## src/rtl/tblr_pkg.sv

```systemverilog
// Shared types and constants for the tile background line renderer.
// Used by every module of the block but tblr_shade; no dependencies of its own.
`default_nettype none

package tblr_pkg;

    // Screen geometry
    localparam int SCREEN_WIDTH  = 160;
    localparam int SCREEN_HEIGHT = 144;
    localparam int NWORDS        = (SCREEN_WIDTH + 31) / 32;
    localparam int REM_W         = $clog2(SCREEN_WIDTH + 1);

    // Video memory layout
    localparam int          VMEM_AW     = 13;
    localparam logic [12:0] MAP0_BASE   = 13'h1800;
    localparam logic [12:0] MAP1_BASE   = 13'h1C00;

    // Item actions
    localparam logic ACT_WRITE  = 1'b0;
    localparam logic ACT_RENDER = 1'b1;

    // Configuration register indexes
    localparam logic [1:0] CFG_TILE_MODE = 2'd0;
    localparam logic [1:0] CFG_PALETTE   = 2'd1;

    // Configuration reset values
    localparam logic       TILE_MODE_RESET = 1'b1;
    localparam logic [7:0] PALETTE_RESET   = 8'hFC;

    typedef enum logic [2:0] {
        ST_IDLE,
        ST_MAP,
        ST_LO,
        ST_HI,
        ST_SHADE,
        ST_FLUSH
    } fetch_state_t;

    // One access to the video memory port
    typedef struct packed {
        logic               we;
        logic [VMEM_AW-1:0] addr;
        logic [7:0]         wdata;
    } mem_req_t;

endpackage

`default_nettype wire

```

## src/rtl/tblr_shade.sv

```systemverilog
// Tile row decoder: turns two bit-plane bytes into eight palette shades.
// Depends on nothing but the palette value passed in.
`default_nettype none

module tblr_shade (
    input  wire logic [7:0]  lo,
    input  wire logic [7:0]  hi,
    input  wire logic [7:0]  palette,
    output logic [15:0]      shades
);

    // Bit 7 is the leftmost pixel; pixel p lands in shades[2p+1:2p]
    always_comb
    begin
        logic [1:0] cid;
        logic [7:0] sel;
        shades = '0;
        for (int p = 0; p < 8; p++)
        begin
            cid = {hi[7 - p], lo[7 - p]};
            sel = palette >> {cid, 1'b0};
            shades[2 * p +: 2] = sel[1:0];
        end
    end

endmodule

`default_nettype wire

```

## src/rtl/tblr_fetch.sv

```systemverilog
// Render sequencer: passes write items to the video memory port, walks the tile map
// through it, packs shades into 64-bit words and drives the result registers.
// Depends on tblr_pkg and tblr_shade.
`default_nettype none

module tblr_fetch (
    input  wire logic                 clk,
    input  wire logic                 rst_n,
    input  wire logic                 start,
    output logic                      busy,
    input  wire logic                 action,
    input  wire logic [12:0]          vram_addr,
    input  wire logic [7:0]           vram_data,
    input  wire logic                 tile_map_sel,
    input  wire logic [7:0]           x_scroll,
    input  wire logic [7:0]           y_scroll,
    input  wire logic [7:0]           line,
    input  wire logic                 tile_unsigned,
    input  wire logic [7:0]           palette,
    output tblr_pkg::mem_req_t        mem_req,
    input  wire logic [7:0]           mem_rdata,
    output logic                      word_valid,
    output logic [63:0]               pixel_word,
    output logic [2:0]                word_index,
    output logic                      last,
    output logic                      line_error
);
    import tblr_pkg::*;

    fetch_state_t      state_reg, state_next;
    logic [12:0]       map_base_reg, map_base_next;
    logic [4:0]        map_row_reg, map_row_next;
    logic [2:0]        pix_row_reg, pix_row_next;
    logic [4:0]        tile_x_reg, tile_x_next;
    logic [2:0]        fine_reg, fine_next;
    logic              first_reg, first_next;
    logic [12:0]       row_addr_reg, row_addr_next;
    logic [7:0]        lo_reg, lo_next;
    logic [63:0]       acc_reg, acc_next;
    logic [4:0]        cnt_reg, cnt_next;
    logic [REM_W-1:0]  rem_reg, rem_next;
    logic [2:0]        widx_reg, widx_next;

    logic              out_valid_reg, out_valid_next;
    logic [63:0]       out_word_reg, out_word_next;
    logic [2:0]        out_idx_reg, out_idx_next;
    logic              out_last_reg, out_last_next;
    logic              out_err_reg, out_err_next;

    logic [15:0]       shades;
    logic              accept;

    tblr_shade u_shade (
        .lo      (lo_reg),
        .hi      (mem_rdata),
        .palette (palette),
        .shades  (shades)
    );

    assign busy   = (state_reg != ST_IDLE);
    assign accept = start && !busy;

    // Next state, memory requests and word packing
    always_comb
    begin
        logic [7:0]       map_y;
        logic [2:0]       skip;
        logic [3:0]       n_px;
        logic [3:0]       take;
        logic [15:0]      t_shift;
        logic [16:0]      t_mask;
        logic [15:0]      t_px;
        logic [79:0]      combined;
        logic [5:0]       new_cnt;
        logic             full;
        logic             px_done;

        state_next     = state_reg;
        map_base_next  = map_base_reg;
        map_row_next   = map_row_reg;
        pix_row_next   = pix_row_reg;
        tile_x_next    = tile_x_reg;
        fine_next      = fine_reg;
        first_next     = first_reg;
        row_addr_next  = row_addr_reg;
        lo_next        = lo_reg;
        acc_next       = acc_reg;
        cnt_next       = cnt_reg;
        rem_next       = rem_reg;
        widx_next      = widx_reg;

        out_valid_next = 1'b0;
        out_word_next  = out_word_reg;
        out_idx_next   = out_idx_reg;
        out_last_next  = out_last_reg;
        out_err_next   = out_err_reg;

        mem_req.we     = 1'b0;
        mem_req.addr   = vram_addr;
        mem_req.wdata  = vram_data;

        map_y    = y_scroll + line;
        skip     = first_reg ? fine_reg : 3'd0;
        n_px     = 4'd8 - {1'b0, skip};
        take     = (REM_W'(n_px) > rem_reg) ? rem_reg[3:0] : n_px;
        t_shift  = shades >> {skip, 1'b0};
        t_mask   = (17'h1 << {take, 1'b0}) - 17'h1;
        t_px     = t_shift & t_mask[15:0];
        combined = {16'b0, acc_reg} | ({64'b0, t_px} << {cnt_reg, 1'b0});
        new_cnt  = {1'b0, cnt_reg} + {2'b0, take};
        full     = (new_cnt >= 6'd32);
        px_done  = ((rem_reg - REM_W'(take)) == '0);

        case (state_reg)
            ST_IDLE:
            begin
                if (accept && action == ACT_WRITE)
                begin
                    mem_req.we = 1'b1;
                end
                else if (accept && action == ACT_RENDER)
                begin
                    if ({1'b0, line} >= 9'(SCREEN_HEIGHT))
                    begin
                        // Out-of-range line: one error word, no pixels
                        out_valid_next = 1'b1;
                        out_word_next  = '0;
                        out_idx_next   = '0;
                        out_last_next  = 1'b1;
                        out_err_next   = 1'b1;
                    end
                    else
                    begin
                        map_base_next = tile_map_sel ? MAP1_BASE : MAP0_BASE;
                        map_row_next  = map_y[7:3];
                        pix_row_next  = map_y[2:0];
                        tile_x_next   = x_scroll[7:3];
                        fine_next     = x_scroll[2:0];
                        first_next    = 1'b1;
                        acc_next      = '0;
                        cnt_next      = '0;
                        rem_next      = REM_W'(SCREEN_WIDTH);
                        widx_next     = '0;
                        state_next    = ST_MAP;
                    end
                end
            end

            ST_MAP:
            begin
                mem_req.addr = map_base_reg | {3'b0, map_row_reg, tile_x_reg};
                state_next   = ST_LO;
            end

            ST_LO:
            begin
                // Tile index arrives; form the row address of the low plane
                row_addr_next = {~tile_unsigned & ~mem_rdata[7], mem_rdata,
                                 pix_row_reg, 1'b0};
                mem_req.addr  = row_addr_next;
                state_next    = ST_HI;
            end

            ST_HI:
            begin
                lo_next      = mem_rdata;
                mem_req.addr = row_addr_reg | 13'd1;
                state_next   = ST_SHADE;
            end

            ST_SHADE:
            begin
                // Append this tile's pixels; emit a word once 32 are held or the line is done
                first_next = 1'b0;
                rem_next   = rem_reg - REM_W'(take);
                if (full)
                begin
                    acc_next = {48'b0, combined[79:64]};
                    cnt_next = 5'(new_cnt - 6'd32);
                end
                else
                begin
                    acc_next = combined[63:0];
                    cnt_next = new_cnt[4:0];
                end
                if (full || px_done)
                begin
                    out_valid_next = 1'b1;
                    out_word_next  = combined[63:0];
                    out_idx_next   = widx_reg;
                    out_last_next  = (widx_reg == 3'(NWORDS - 1));
                    out_err_next   = 1'b0;
                    widx_next      = widx_reg + 3'd1;
                end
                tile_x_next = tile_x_reg + 5'd1;
                if (!px_done)
                begin
                    // Overlap the next map read with this decode
                    mem_req.addr = map_base_reg | {3'b0, map_row_reg, tile_x_next};
                    state_next   = ST_LO;
                end
                else if (new_cnt > 6'd32)
                begin
                    state_next = ST_FLUSH;
                end
                else
                begin
                    state_next = ST_IDLE;
                end
            end

            ST_FLUSH:
            begin
                out_valid_next = 1'b1;
                out_word_next  = acc_reg;
                out_idx_next   = widx_reg;
                out_last_next  = 1'b1;
                out_err_next   = 1'b0;
                widx_next      = widx_reg + 3'd1;
                state_next     = ST_IDLE;
            end

            default:
            begin
                state_next = ST_IDLE;
            end
        endcase
    end

    // Control state
    always_ff @(posedge clk or negedge rst_n)
    begin
        if (!rst_n)
        begin
            state_reg     <= ST_IDLE;
            out_valid_reg <= 1'b0;
        end
        else
        begin
            state_reg     <= state_next;
            out_valid_reg <= out_valid_next;
        end
    end

    // Datapath and result payload
    always_ff @(posedge clk)
    begin
        map_base_reg <= map_base_next;
        map_row_reg  <= map_row_next;
        pix_row_reg  <= pix_row_next;
        tile_x_reg   <= tile_x_next;
        fine_reg     <= fine_next;
        first_reg    <= first_next;
        row_addr_reg <= row_addr_next;
        lo_reg       <= lo_next;
        acc_reg      <= acc_next;
        cnt_reg      <= cnt_next;
        rem_reg      <= rem_next;
        widx_reg     <= widx_next;
        out_word_reg <= out_word_next;
        out_idx_reg  <= out_idx_next;
        out_last_reg <= out_last_next;
        out_err_reg  <= out_err_next;
    end

    assign word_valid = out_valid_reg;
    assign pixel_word = out_word_reg;
    assign word_index = out_idx_reg;
    assign last       = out_last_reg;
    assign line_error = out_err_reg;

endmodule

`default_nettype wire

```

## config.mk

```make
export PLATFORM = sky130hd
export DESIGN_NAME = tblr_fetch
export DESIGN_NICKNAME = d
export VERILOG_FILES = /design/src/rtl/tblr_pkg.sv /design/src/rtl/tblr_shade.sv /design/src/rtl/tblr_fetch.sv
export SDC_FILE = /design/constraint.sdc
export NUM_CORES = 1
export LEC_CHECK = 0
export BUFFER_PORTS_ARGS = -buffer_cell sky130_fd_sc_hd__buf_2
export CORE_ASPECT_RATIO = 0.5
export CORE_UTILIZATION = 45
export CTS_CLUSTER_DIAMETER = 30
export CTS_CLUSTER_SIZE = 40
export DETAILED_ROUTE_END_ITERATION = 12
export GPL_TIMING_DRIVEN = 1
export PLACE_DENSITY = 0.62
export SYNTH_ARGS = -nofsm -noshare
export SYNTH_HDL_FRONTEND = slang
export SYNTH_SLANG_ARGS = --single-unit
```

## constraint.sdc

```tcl
create_clock -name clk -period 14.3 [get_ports clk]
set_input_delay 0.715 -clock clk [delete_from_list [all_inputs] [get_ports clk]]
set_output_delay 0.715 -clock clk [all_outputs]
set_load 0.01 [all_outputs]
```

-- Yosys cells after proc, flatten, opt, wreduce, memory -nomap -nowiden
Cells that the tools add are included.
- add/sub/neg operators: 8
- magnitude comparators: 4
- eq/ne operators: 11
- shift-type cells: 11
- muxes and demuxes: 62
- bitwise gates (word level): 10
- reduce and logical (&&, ||, !) cells: 15
- operator list (operator ; count):
    64-bit 2-to-1 mux ; 8
    64-bit case mux with 3 select lines ; 1
    64-bit case mux with 2 select lines ; 1
    64-bit by 80-bit OR with 80-bit output ; 1
    16-bit by 6-bit left shift with 80-bit output ; 1
    8-bit by 3-bit right shift with 2-bit output ; 8
    13-bit case mux with 4 select lines ; 1
    3-bit 2-to-1 mux ; 14
    5-bit 2-to-1 mux ; 7
    13-bit by 10-bit OR with 13-bit output ; 2
    8-bit 2-to-1 mux ; 3
    5-bit case mux with 2 select lines ; 2
    3-bit case mux with 3 select lines ; 2
    16-bit AND ; 1
    8-bit case mux with 2 select lines ; 1
    1-bit by 5-bit left shift with 16-bit output (first input constant) ; 1
    16-bit by 4-bit right shift with 16-bit output ; 1
    16-bit by 1-bit subtractor with 16-bit output (second input constant) ; 1
    3-bit case mux with 5 select lines ; 1
    1-bit 2-to-1 mux ; 14
    13-bit 2-to-1 mux ; 1
    11-bit 2-to-1 mux ; 1
    2-bit inequality test (second input constant) ; 5
    5-bit AND reduction ; 2
    28 further kinds ; 41
- register bits: 203
- output and inout bits: 93
- word-level logic and storage cells: 139

-- Longest topological paths before layout
Gate-level depths: netlist (run 1).
- word-level depth: 11
- depth in mapped cells: 27
- mapped depth without buffers: 22

-- Cells and area by module
From an unflattened synthesis (run 1), not the netlist that was laid out.
- cell total of the unflattened synthesis: 1152
- area total of the unflattened synthesis: 12059.1 sq um
- modules (own cells, without submodules) (module ; times used ; cells each ; area an instance (sq um)):
    tblr_fetch ; 1 ; 1136 ; 11638.7
    tblr_shade ; 1 ; 16 ; 420.4

-- Least setup slack after synthesis (run 1)
No wires, ideal clock.
- path type: register to register
- start point: register first_reg
- end point: register out_last_reg (netlist: last) (enable)
- setup time: 0.591 ns
- arrival time: 9.524 ns
- required time: 13.709 ns
- path slack: 4.185 ns
- stages on the path, launching flop included: 24
- buffers on the path: 5
- clock period less this slack: 10.115 ns
- path through: edfxtp_1 buf_2 and2_1 inv_1 clkbuf_1 ha_1 clkbuf_1 xnor2_2 inv_1 ha_1 and4_1 nor2_8 o21a_1 buf_6 buf_8 nand2_1 a21boi_0 ha_1 o211ai_1 o2111ai_4 or3_1 a211oi_2 a21oi_1 o21ai_0
- word-level cells in the longest chain between the ends: 9
- elaborated cells on any way between the ends: 11
- classes of those cells: add/sub: 3; order compare: 2; eq/ne: 1; mux: 2; reduce/logical: 3
- ends and longest elaborated chain (item ; line ; source):
    start, declared ; tblr_fetch.sv:36 ; logic first_reg, first_next;
    start signal, assigned ; tblr_fetch.sv:253 ; first_reg <= first_next;
    3-bit 2-to-1 mux (*) ; tblr_fetch.sv:103 ; skip = first_reg ? fine_reg : 3'd0;
    4-bit by 3-bit subtractor with 4-bit output (*) ; tblr_fetch.sv:104 ; n_px = 4'd8 - {1'b0, skip};
    4-bit by 8-bit > comparator with 1-bit output ; tblr_fetch.sv:105 ; take = (REM_W'(n_px) > rem_reg) ? rem_reg[3:0] : n_px;
    4-bit 2-to-1 mux (*) ; tblr_fetch.sv:105 ;
    5-bit by 4-bit adder with 6-bit output / 8-bit by 4-bit subtractor with 8-bit output (equally long branches) ; tblr_fetch.sv:110, tblr_fetch.sv:112 ;
    6-bit >= comparator / 8-bit logical NOT (equally long branches) ; tblr_fetch.sv:111, tblr_fetch.sv:112 ;
    1-bit logical OR (*) ; tblr_fetch.sv:186 ; if (full || px_done)
    2-bit inequality test (no line) (*) ; - ;
    5-bit AND reduction (no line) (*) ; - ;
    end signal, assigned ; tblr_fetch.sv:262 ; out_last_reg <= out_last_next;
    end, declared ; tblr_fetch.sv:47 ; logic out_last_reg, out_last_next;
Mark *: on every way between the ends. The rest lies on a longest branch, timed or not.
A chain may end at the register's enable or synchronous reset.

==> results of run 1 <==
==> worst max-delay path, delay by kind of cell (launching register included) <==
kind	cells	cell delay, ns
xor gates and xnor gates	2	0.44
DFF	1	0.83
muxes	2	0.75
buffers and inverters	4	0.85
and+or+nand+nor	2	0.75
adders and majority gates	4	1.18
AOI/OAI and AO/OA	5	1.92
==> metal layers <==
layer	share of wire, %	track usage, %
met1	46	38.3
met2	45	41.0
met3	6.7	4.63
met4	1.8	7.57
met5	0	0
==> kinds of logic after synthesis <==
family	Yosys count	share of synthesized area, %
AND/OR/NAND/NOR	384	14.8
AO/OA/AOI/OAI	349	20.2
flip-flops	191	46.8
buffers and inverters	125	4.46
multiplexers	68	8.96
XOR/XNOR	27	2.06
adder cells (fa/ha/maj)	26	2.78
==> power groups by stage <==
stage,logic [mW],clock network (mW),registers [mW]
after global placement,0.812,0,0.837
final,0.829,0.453,0.829
after global routing,0.898,0.478,0.841
after floorplan,0.568,0,0.826
after detailed placement,0.819,0,0.840
after CTS,0.823,0.459,0.829
==> through the flow <==
| step | total power, mW | std cells | hold WS, ns |
|---|---|---|---|
| 6_report | 2.11 | 1629 | 0.0555 |
| 5_1_grt | 2.22 | 1628 | 0.0485 |
| 4_1_cts | 2.11 | 1628 | 0.0389 |
| 3_5_place_dp | 1.66 | 1597 | 0.433 |
| 3_3_place_gp | 1.65 | 1597 | 0.433 |
| 2_1_floorplan | 1.39 | 1170 | 0.419 |
==> synth_stat cells (24+ instances only) <==
library cell	count
nand3_1	26
inv_1	38
mux2i_1	27
nor2_1	115
a21oi_1	64
o21ai_0	75
nand2_1	117
clkbuf_1	60
ha_1	24
mux4_2	27
nor3_1	38
edfxtp_1	187
==> final timing paths <==
check                                          from                            to  slack (ns)  cells past startpoint
min in group clk                        x_scroll[2]         fine_reg[2]$_DFFE_PP_        0.43                      1
max                             first_reg$_DFFE_PP_                   mem_req[16]        6.38                     19
min reg2reg                pix_row_reg[1]$_DFFE_PP_     row_addr_reg[2]$_DFFE_PN_        0.45                      0
min                                           rst_n      state_reg[2]$_DFFE_PN0P_        0.06                      1
max reg2reg                     first_reg$_DFFE_PP_  pixel_word[55]$_SDFFCE_PP0P_        6.90                     19
max in group asynchronous                     rst_n      state_reg[0]$_DFFE_PN0P_       14.13                      1
==> final cells by class <==
| cell class | instances | share of cell area (%) |
|---|---|---|
| Multi-Input combinational cell | 854 | 43.8 |
| Sequential cell | 191 | 41.8 |
| Timing Repair Buffer | 159 | 6.12 |
| Tap cell | 352 | 3.22 |
| Clock buffer | 17 | 3.11 |
| Inverter | 41 | 1.13 |
| Clock inverter | 14 | 0.769 |
| Antenna cell | 1 | 0.0183 |
==> impl_metrics.csv, run 1 <==
group,metric,value,unit
synth,synthTopCellsByArea,"edfxtp_1 46%, mux4_2 5.0%, nand2_1 3.6%",
cells_and_area,fin_area,13700,µm²
synth,postSynthNetCount,1263,
cells_and_area,drive_gt1_share,20.0,%
run,maxCapViolCount,0,
setup_path,cp-end-kind,"output pin",
synth,synthCells,1170,
timing,finalCritPeriodShare,55.4,%
clocking,postCtsSetupBuffers,0,
power_and_ir_drop,combPwrFrac,39.3,%
timing,fin_setup_tns,0,ns
setup_path,worstPathMaxFanout,25,
setup_path,required,13.59,ns
floorplan,num_rows,42,
routing,dr.pass1.iters,5,
power_and_ir_drop,p_seq_share,39.3,%
synth,syn_area,12200,µm²
cells_and_area,n_fill_cell,2410,
placement,place.gp.congestion,0.934,
routing,wirelength,36.4,mm
placement,dp_hpwl,25.8,mm
synth,synth_cell_types,95,
power_and_ir_drop,intPower,1.27,mW
timing,period_minus_slack,7.92,ns
floorplan,core,26500,µm²
timing,hold_viol,0,
global_routing,grt_util_all_layers,26.5,%
floorplan,die_area,27900,µm²
global_routing,grt_pass1_wl,56.7,mm
clocking,ctsResizeCount,0,
floorplan,ios,160,
cells_and_area,multiInputGateArea,5990,µm²
power_and_ir_drop,peakVddDrop,0.108,mV
timing,finalSetupViolCount,0,
clocking,cts.htree.levels,4,
synth,ys_ff_latch,191,
clocking,cts_buffer_depth,2,
global_routing,grt_max_degree,71,
setup_path,critical-path-slowest-cell,"edfxtp_1",
timing,report.final.slew_viol_count,0,
routing,drc,0,
cells_and_area,final_common_cell,"edfxtp_1",
power_and_ir_drop,leakagePower,4.95,nW
clocking,clkSlewWorstSetupHoldPaths,0.07,ns
power_and_ir_drop,clockPowerShare,21.4,%
synth,synthArstFlopShare,2.09,%
timing,setup_slack,6.38,ns
synth,ys.flop_type,"edfxtp_1",
setup_path,max_stage_delay,0.83,ns
placement,placed_area,13100,µm²
setup_path,worstPathCellList,"and2_1, inv_1, ha_1, xnor2_2, inv_1, ha_1, o211a_1, o21ai_4, mux2i_4, ha_1, inv_1, ha_1, a2111oi_0, or3_1, xnor2_1, a21boi_2, mux2i_1, a21oi_1, buf_2",
setup_path,arrival,7.21,ns
power_and_ir_drop,switchingPower,0.839,mW
synth,yosysWarnings,0,
clocking,cts_hold_buf,0,
global_routing,grt_pass1_vias,9705,
cells_and_area,fin_nets,1357,
routing,route.vias.total,10100,
cells_and_area,syn2layout_area_growth,11.8,%
setup_path,critical_path_class,"reg2out",
floorplan,die_y,119,µm
clocking,numCtsBuffers,17,
synth,synth_edf_count,187,
synth,synth_top_area_cell,"edfxtp_1",
setup_path,start_kind,"flip-flop",
floorplan,die_w,235,µm
timing,finClkSkew,0.0103,ns
floorplan,start_util,46.0,%
cells_and_area,final_cell_mix,"187 x edfxtp_1, 143 x buf_2, 117 x nand2_1",
routing,vias_per_cell,6.19,
global_routing,antenna_found_initial,0,
placement,place_ws,6.94,ns
synth,yosysSeqAreaShare,46.8,%
power_and_ir_drop,p_sw_share,39.7,%
cells_and_area,fin_util,51.5,%
clocking,insertion_delay,0.46,ns
synth,synthesis.area_per_instance,10.4,µm²
timing,fmax,0.126,GHz
status,status,"finished clean",
timing,worst_slew_pin_slew,1.02,ns
global_routing,grt-ovfl-total,0,
routing,antenna_left,0,
clocking,cts_tree,"yes",
placement,port_buffers,143,
clocking,clock-sinks,191,
setup_path,crit_top_cell,"ha_1",
cells_and_area,seqCellArea,5720,µm²
power_and_ir_drop,power_density,154,nW/µm²
clocking,cts_root_buf,"clkbuf_16",
worst_hold_path,hold_class,"in2async",
routing,wl_per_cell,22.4,µm
timing,relSlewSlack,31.8,%
synth,yosysTopAreaCellShare,46.0,%
timing,rsz0062_at_grt,"no",
routing,drt_iter0_drc,1163,
Note: power is estimated with default switching activity, not from simulation.
==> inputs of run 2 (changes only) <==
clock period = 7.6 ns   (was 14.3 ns; I/O delays follow)
==> impl_metrics.csv, run 2 (same netlist as run 1, synthesis figures left out) <==
group,metric,value,unit
clocking,cts.htree.levels,4,
setup_path,worstPathMaxFanout,17,
cells_and_area,n_fill_cell,2385,
timing,finalCritPeriodShare,91.1,%
clocking,clkSlewWorstSetupHoldPaths,0.07,ns
timing,period_minus_slack,6.93,ns
routing,wirelength,37.3,mm
routing,drt_iter0_drc,1065,
status,status,"finished clean",
timing,rsz0062_at_grt,"no",
routing,met3_length,2.84,mm
cells_and_area,fin_nets,1364,
clocking,numCtsBuffers,17,
routing,drc,0,
cells_and_area,fin_util,51.9,%
floorplan,start_util,46.0,%
setup_path,critical_path_class,"reg2out",
placement,port_buffers,143,
clocking,clock-sinks,191,
timing,finClkSkew,0.0103,ns
clocking,cts_buffer_depth,2,
placement,dp_hpwl,26.0,mm
floorplan,die_w,235,µm
routing,dr_wl_met2,16.3,mm
cells_and_area,stdcell_count,1635,
cells_and_area,n_antenna_cell,0,
timing,relSlewSlack,32.4,%
routing,antenna_left,0,
global_routing,antenna_found_initial,0,
setup_path,cp-end-kind,"output pin",
timing,report.final.slew_viol_count,0,
cells_and_area,drive_gt1_share,20.5,%
clocking,ctsResizeCount,0,
setup_path,required,7.22,ns
timing,finalSetupViolCount,0,
global_routing,grt_pass1_wl,57.4,mm
floorplan,die_area,27900,µm²
routing,vias_per_cell,6.29,
floorplan,ios,160,
cells_and_area,fin_area,13800,µm²
setup_path,start_kind,"flip-flop",
power_and_ir_drop,peakVddDrop,0.202,mV
timing,fin_setup_tns,0,ns
global_routing,grt_max_degree,70,
cells_and_area,final_cell_mix,"187 x edfxtp_1, 143 x buf_2, 117 x nand2_1",
clocking,cts_root_buf,"clkbuf_16",
routing,dr.pass1.iters,5,
power_and_ir_drop,leakagePower,5.01,nW
floorplan,num_rows,42,
timing,worst_slew_pin_slew,1.01,ns
setup_path,arrival,6.55,ns
routing,highest_layer,"met4",
placement,placed_area,13200,µm²
placement,dp.cells,1603,
floorplan,die_y,119,µm
timing,fmax,0.144,GHz
clocking,cts_tree,"yes",
clocking,insertion_delay,0.47,ns
run,maxCapViolCount,0,
global_routing,grt_pass1_vias,9742,
routing,wl_per_cell,22.8,µm
worst_hold_path,hold_class,"in2reg",
timing,hold_viol,0,
global_routing,grt_util_all_layers,26.9,%
routing,m1WireLength,17.0,mm
cells_and_area,final_common_cell,"edfxtp_1",
placement,place.gp.congestion,0.972,
global_routing,grt-ovfl-total,0,
cells_and_area,syn2layout_area_growth,12.7,%
floorplan,core,26500,µm²
power_and_ir_drop,power_density,295,nW/µm²
routing,route.vias.total,10300,
[run 2: power by group]
part	switching, mW	internal [mW]
Combinational	1.03	0.562
Sequential	0.136	1.42
Clock	0.454	0.464
Total	1.62	2.44
[run 2: path summary, 6_finish.rpt]
check                      slack (ns)                   endpoint                     start  cells after the start
max in group asynchronous        7.24   state_reg[0]$_DFFE_PN0P_                     rst_n                      2
hold / removal                   0.09      fine_reg[1]$_DFFE_PP_               x_scroll[1]                      1
hold reg to reg                  0.46  row_addr_reg[2]$_DFFE_PN_  pix_row_reg[1]$_DFFE_PP_                      0
min in group asynchronous        0.24   state_reg[2]$_DFFE_PN0P_                     rst_n                      2
setup / recovery                 0.67                mem_req[12]     fine_reg[0]$_DFFE_PP_                     19
setup reg to reg                 1.12  acc_reg[20]$_SDFFCE_PP0P_     fine_reg[0]$_DFFE_PP_                     21
[run 2: worst max-delay path, stage by stage, from the launching register on]
cell,delay (ns)
edfxtp_1,0.56
and2_1,0.46
inv_1,0.12
ha_1,0.33
xnor2_2,0.32
inv_1,0.19
ha_1,0.33
and4_1,0.26
nor2_8,0.15
o21a_1,0.61
nand2_1,0.10
a21boi_0,0.18
ha_1,0.45
nor3_1,0.09
or3_1,0.40
xnor2_1,0.20
a21boi_2,0.72
mux2i_1,0.15
o21ai_0,0.24
buf_2,0.19
[run 2: layout make-up]
cell class	count	area, µm²	area share [%]
clock buffers	18	429	3.12
clock inverters	13	143	1.04
inverters	41	154	1.12
multi-input cells	854	5990	43.5
flip-flops and latches	191	5720	41.5
well taps	352	440	3.20
repair buffers	166	903	6.56
[run 2: through the flow]
step | setup slack (ns) | power (mW) | hold WS (ns)
3_3_place_gp | 1.40 | 3.13 | 0.189
2_1_floorplan | 0.670 | 2.61 | 0.0844
6_report | 0.674 | 4.06 | 0.0878
3_5_place_dp | 1.24 | 3.15 | 0.191
5_1_grt | 0.199 | 4.25 | 0.0844
4_1_cts | 0.715 | 4.06 | 0.0734
[run 2: per-layer routing]
layer | global-route usage, % | vias up
li1 | - | 4672
met1 | 38.7 | 5058
met2 | 39.7 | 473
met3 | 5.89 | 88
met4 | 10.4 | 0
met5 | 0 | -
[run 2: timing repair]
| action | in CTS | in global routing |
|---|---|---|
| setup buffers | 0 | 0 |
| hold endpoints to repair | 4 | 0 |
| hold buffers | 1 | 0 |
==> inputs of run 3 (changes only) <==
BUFFER_PORTS_ARGS = default   (was -buffer_cell sky130_fd_sc_hd__buf_2)
DONT_BUFFER_PORTS = 1   (was default)
PLACE_DENSITY = 0.57   (was 0.62)
==> impl_metrics.csv, run 3 (same netlist as run 1, synthesis figures left out) <==
group,metric,value,unit
timing,report.final.slew_viol_count,0,
global_routing,grt_pass1_vias,9216,
placement,place.gp.congestion,0.929,
timing,worst_slew_pin_slew,1.02,ns
floorplan,num_rows,42,
cells_and_area,final_cell_mix,"187 x edfxtp_1, 117 x nand2_1, 114 x nor2_1",
power_and_ir_drop,leakagePower,4.51,nW
setup_path,start_kind,"flip-flop",
cells_and_area,syn2layout_area_growth,8.52,%
power_and_ir_drop,switchingPower,1.58,mW
routing,drt_iter0_drc,969,
routing,wl_per_cell,24.4,µm
power_and_ir_drop,p_seq_share,40.1,%
floorplan,start_util,46.0,%
run,maxCapViolCount,0,
cells_and_area,drive_gt1_share,10.4,%
power_and_ir_drop,peakVddDrop,0.169,mV
floorplan,die_w,235,µm
cells_and_area,fin_nets,1240,
global_routing,grt_max_degree,73,
clocking,postCtsSetupBuffers,0,
power_and_ir_drop,p_sw_share,39.9,%
timing,period_minus_slack,6.77,ns
floorplan,core,26500,µm²
floorplan,die_y,119,µm
clocking,cts_hold_buf,11,
setup_path,worstPathCellList,"and2_1, inv_1, ha_1, xnor2_2, inv_1, ha_1, and4_1, nor2_8, o21ai_4, mux2i_4, ha_1, inv_1, ha_1, a2111oi_0, or3_1, xnor2_1, a21boi_2, mux2i_1, o21ai_0",
worst_hold_path,whs_endpoint,"row_addr_reg[12]$_DFFE_PN_",
clocking,cts_buffer_depth,2,
clocking,cts_tree,"yes",
clocking,clock-sinks,191,
setup_path,crit_family,"compound AO/OA/AOI/OAI gates",
timing,rsz0062_at_grt,"no",
floorplan,die_area,27900,µm²
timing,relSlewSlack,31.2,%
routing,dr.pass1.iters,5,
clocking,ctsResizeCount,0,
worst_hold_path,hold_class,"in2reg",
global_routing,grt_pass1_wl,56.5,mm
routing,vias_per_cell,6.43,
setup_path,regToRegSetupSlack,1.40,ns
placement,placed_area,12500,µm²
worst_hold_path,hp-start,"tile_unsigned",
setup_path,r2r_cells,23,
timing,finalCritPeriodShare,89.1,%
power_and_ir_drop,power_density,298,nW/µm²
setup_path,required,7.22,ns
timing,finClkSkew,0.00868,ns
setup_path,crit_buf_inv,3,
timing,finalSetupViolCount,0,
power_and_ir_drop,intPower,2.38,mW
setup_path,r2r-end,"acc_reg[14]$_SDFFCE_PP0P_",
routing,wirelength,36.8,mm
timing,fmax,0.148,GHz
timing,setup_slack,0.828,ns
cells_and_area,fin_area,13300,µm²
global_routing,grt_util_all_layers,26.6,%
power_and_ir_drop,combPwrFrac,36.7,%
floorplan,ios,160,
setup_path,reg2reg_from,"fine_reg[0]$_DFFE_PP_",
routing,antenna_left,0,
status,status,"finished clean",
clocking,cts_root_buf,"clkbuf_16",
setup_path,critical_path_class,"reg2out",
placement,dp_hpwl,25.8,mm
clocking,insertion_delay,0.46,ns
setup_path,critical-path-slowest-cell,"a21boi_2",
placement,port_buffers,0,
cells_and_area,n_antenna_cell,0,
global_routing,antenna_found_initial,0,
clocking,clkSlewWorstSetupHoldPaths,0.07,ns
cells_and_area,fin_util,50.0,%
timing,hold_viol,0,
routing,drc,0,
clocking,numCtsBuffers,17,
placement,place_ws,1.36,ns
routing,route.vias.total,9727,
timing,fin_setup_tns,0,ns
cells_and_area,final_common_cell,"edfxtp_1",
clocking,cts.htree.levels,4,
setup_path,crit_top_cell,"ha_1",
worst_hold_path,holdPathStages,1,
setup_path,worstPathMaxFanout,14,
setup_path,max_stage_delay,0.80,ns
setup_path,cp-end-kind,"output pin",
setup_path,arrival,6.39,ns
power_and_ir_drop,clockPowerShare,23.2,%
global_routing,grt-ovfl-total,0,
run 3: worst max path at each step:
stage	start	to	cells past startpoint
after floorplan	first_reg$_DFFE_PP_	last$_SDFFCE_PN1P_	23
after global routing	fine_reg[0]$_DFFE_PP_	mem_req[12]	19
after CTS	fine_reg[0]$_DFFE_PP_	mem_req[12]	19
after global placement	fine_reg[0]$_DFFE_PP_	mem_req[12]	18
final	fine_reg[0]$_DFFE_PP_	mem_req[12]	19
after detailed placement	fine_reg[0]$_DFFE_PP_	mem_req[12]	19
run 3: area by class of cell:
class                   instances  area (µm²)
clock buffers                  19         433
clock inverters                13         148
fillers                      2384       13300
inverters                      41         154
multi-input cells             854        5990
flip-flops and latches        191        5720
well taps                     352         440
repair buffers                 42         385
run 3: power groups by stage:
stage	Sequential, mW	Clock (mW)	Combinational [mW]
finish	1.59	0.917	1.45
global route	1.61	0.965	1.57
CTS	1.59	0.928	1.44
detailed placement	1.61	0	1.43
global placement	1.60	0	1.41
floorplan	1.54	0	1.07
run 3: routing by layer:
| metal | vias up | GRT usage, % | routed length, µm |
|---|---|---|---|
| met5 | - | 0 | 0 |
| met4 | 0 | 7.94 | 821 |
| met3 | 72 | 5.00 | 2470 |
| met2 | 440 | 40.1 | 16500 |
| met1 | 4793 | 38.9 | 17000 |
| li1 | 4422 | - | - |
run 3: through the flow:
step	hold WS, ns	std cells	power, mW
floorplan	0.0844	1170	2.61
global placement	0.0845	1462	3.02
detailed placement	0.0845	1462	3.04
CTS	0.0000600	1505	3.96
global route	0.107	1512	4.14
finish	0.116	1512	3.96
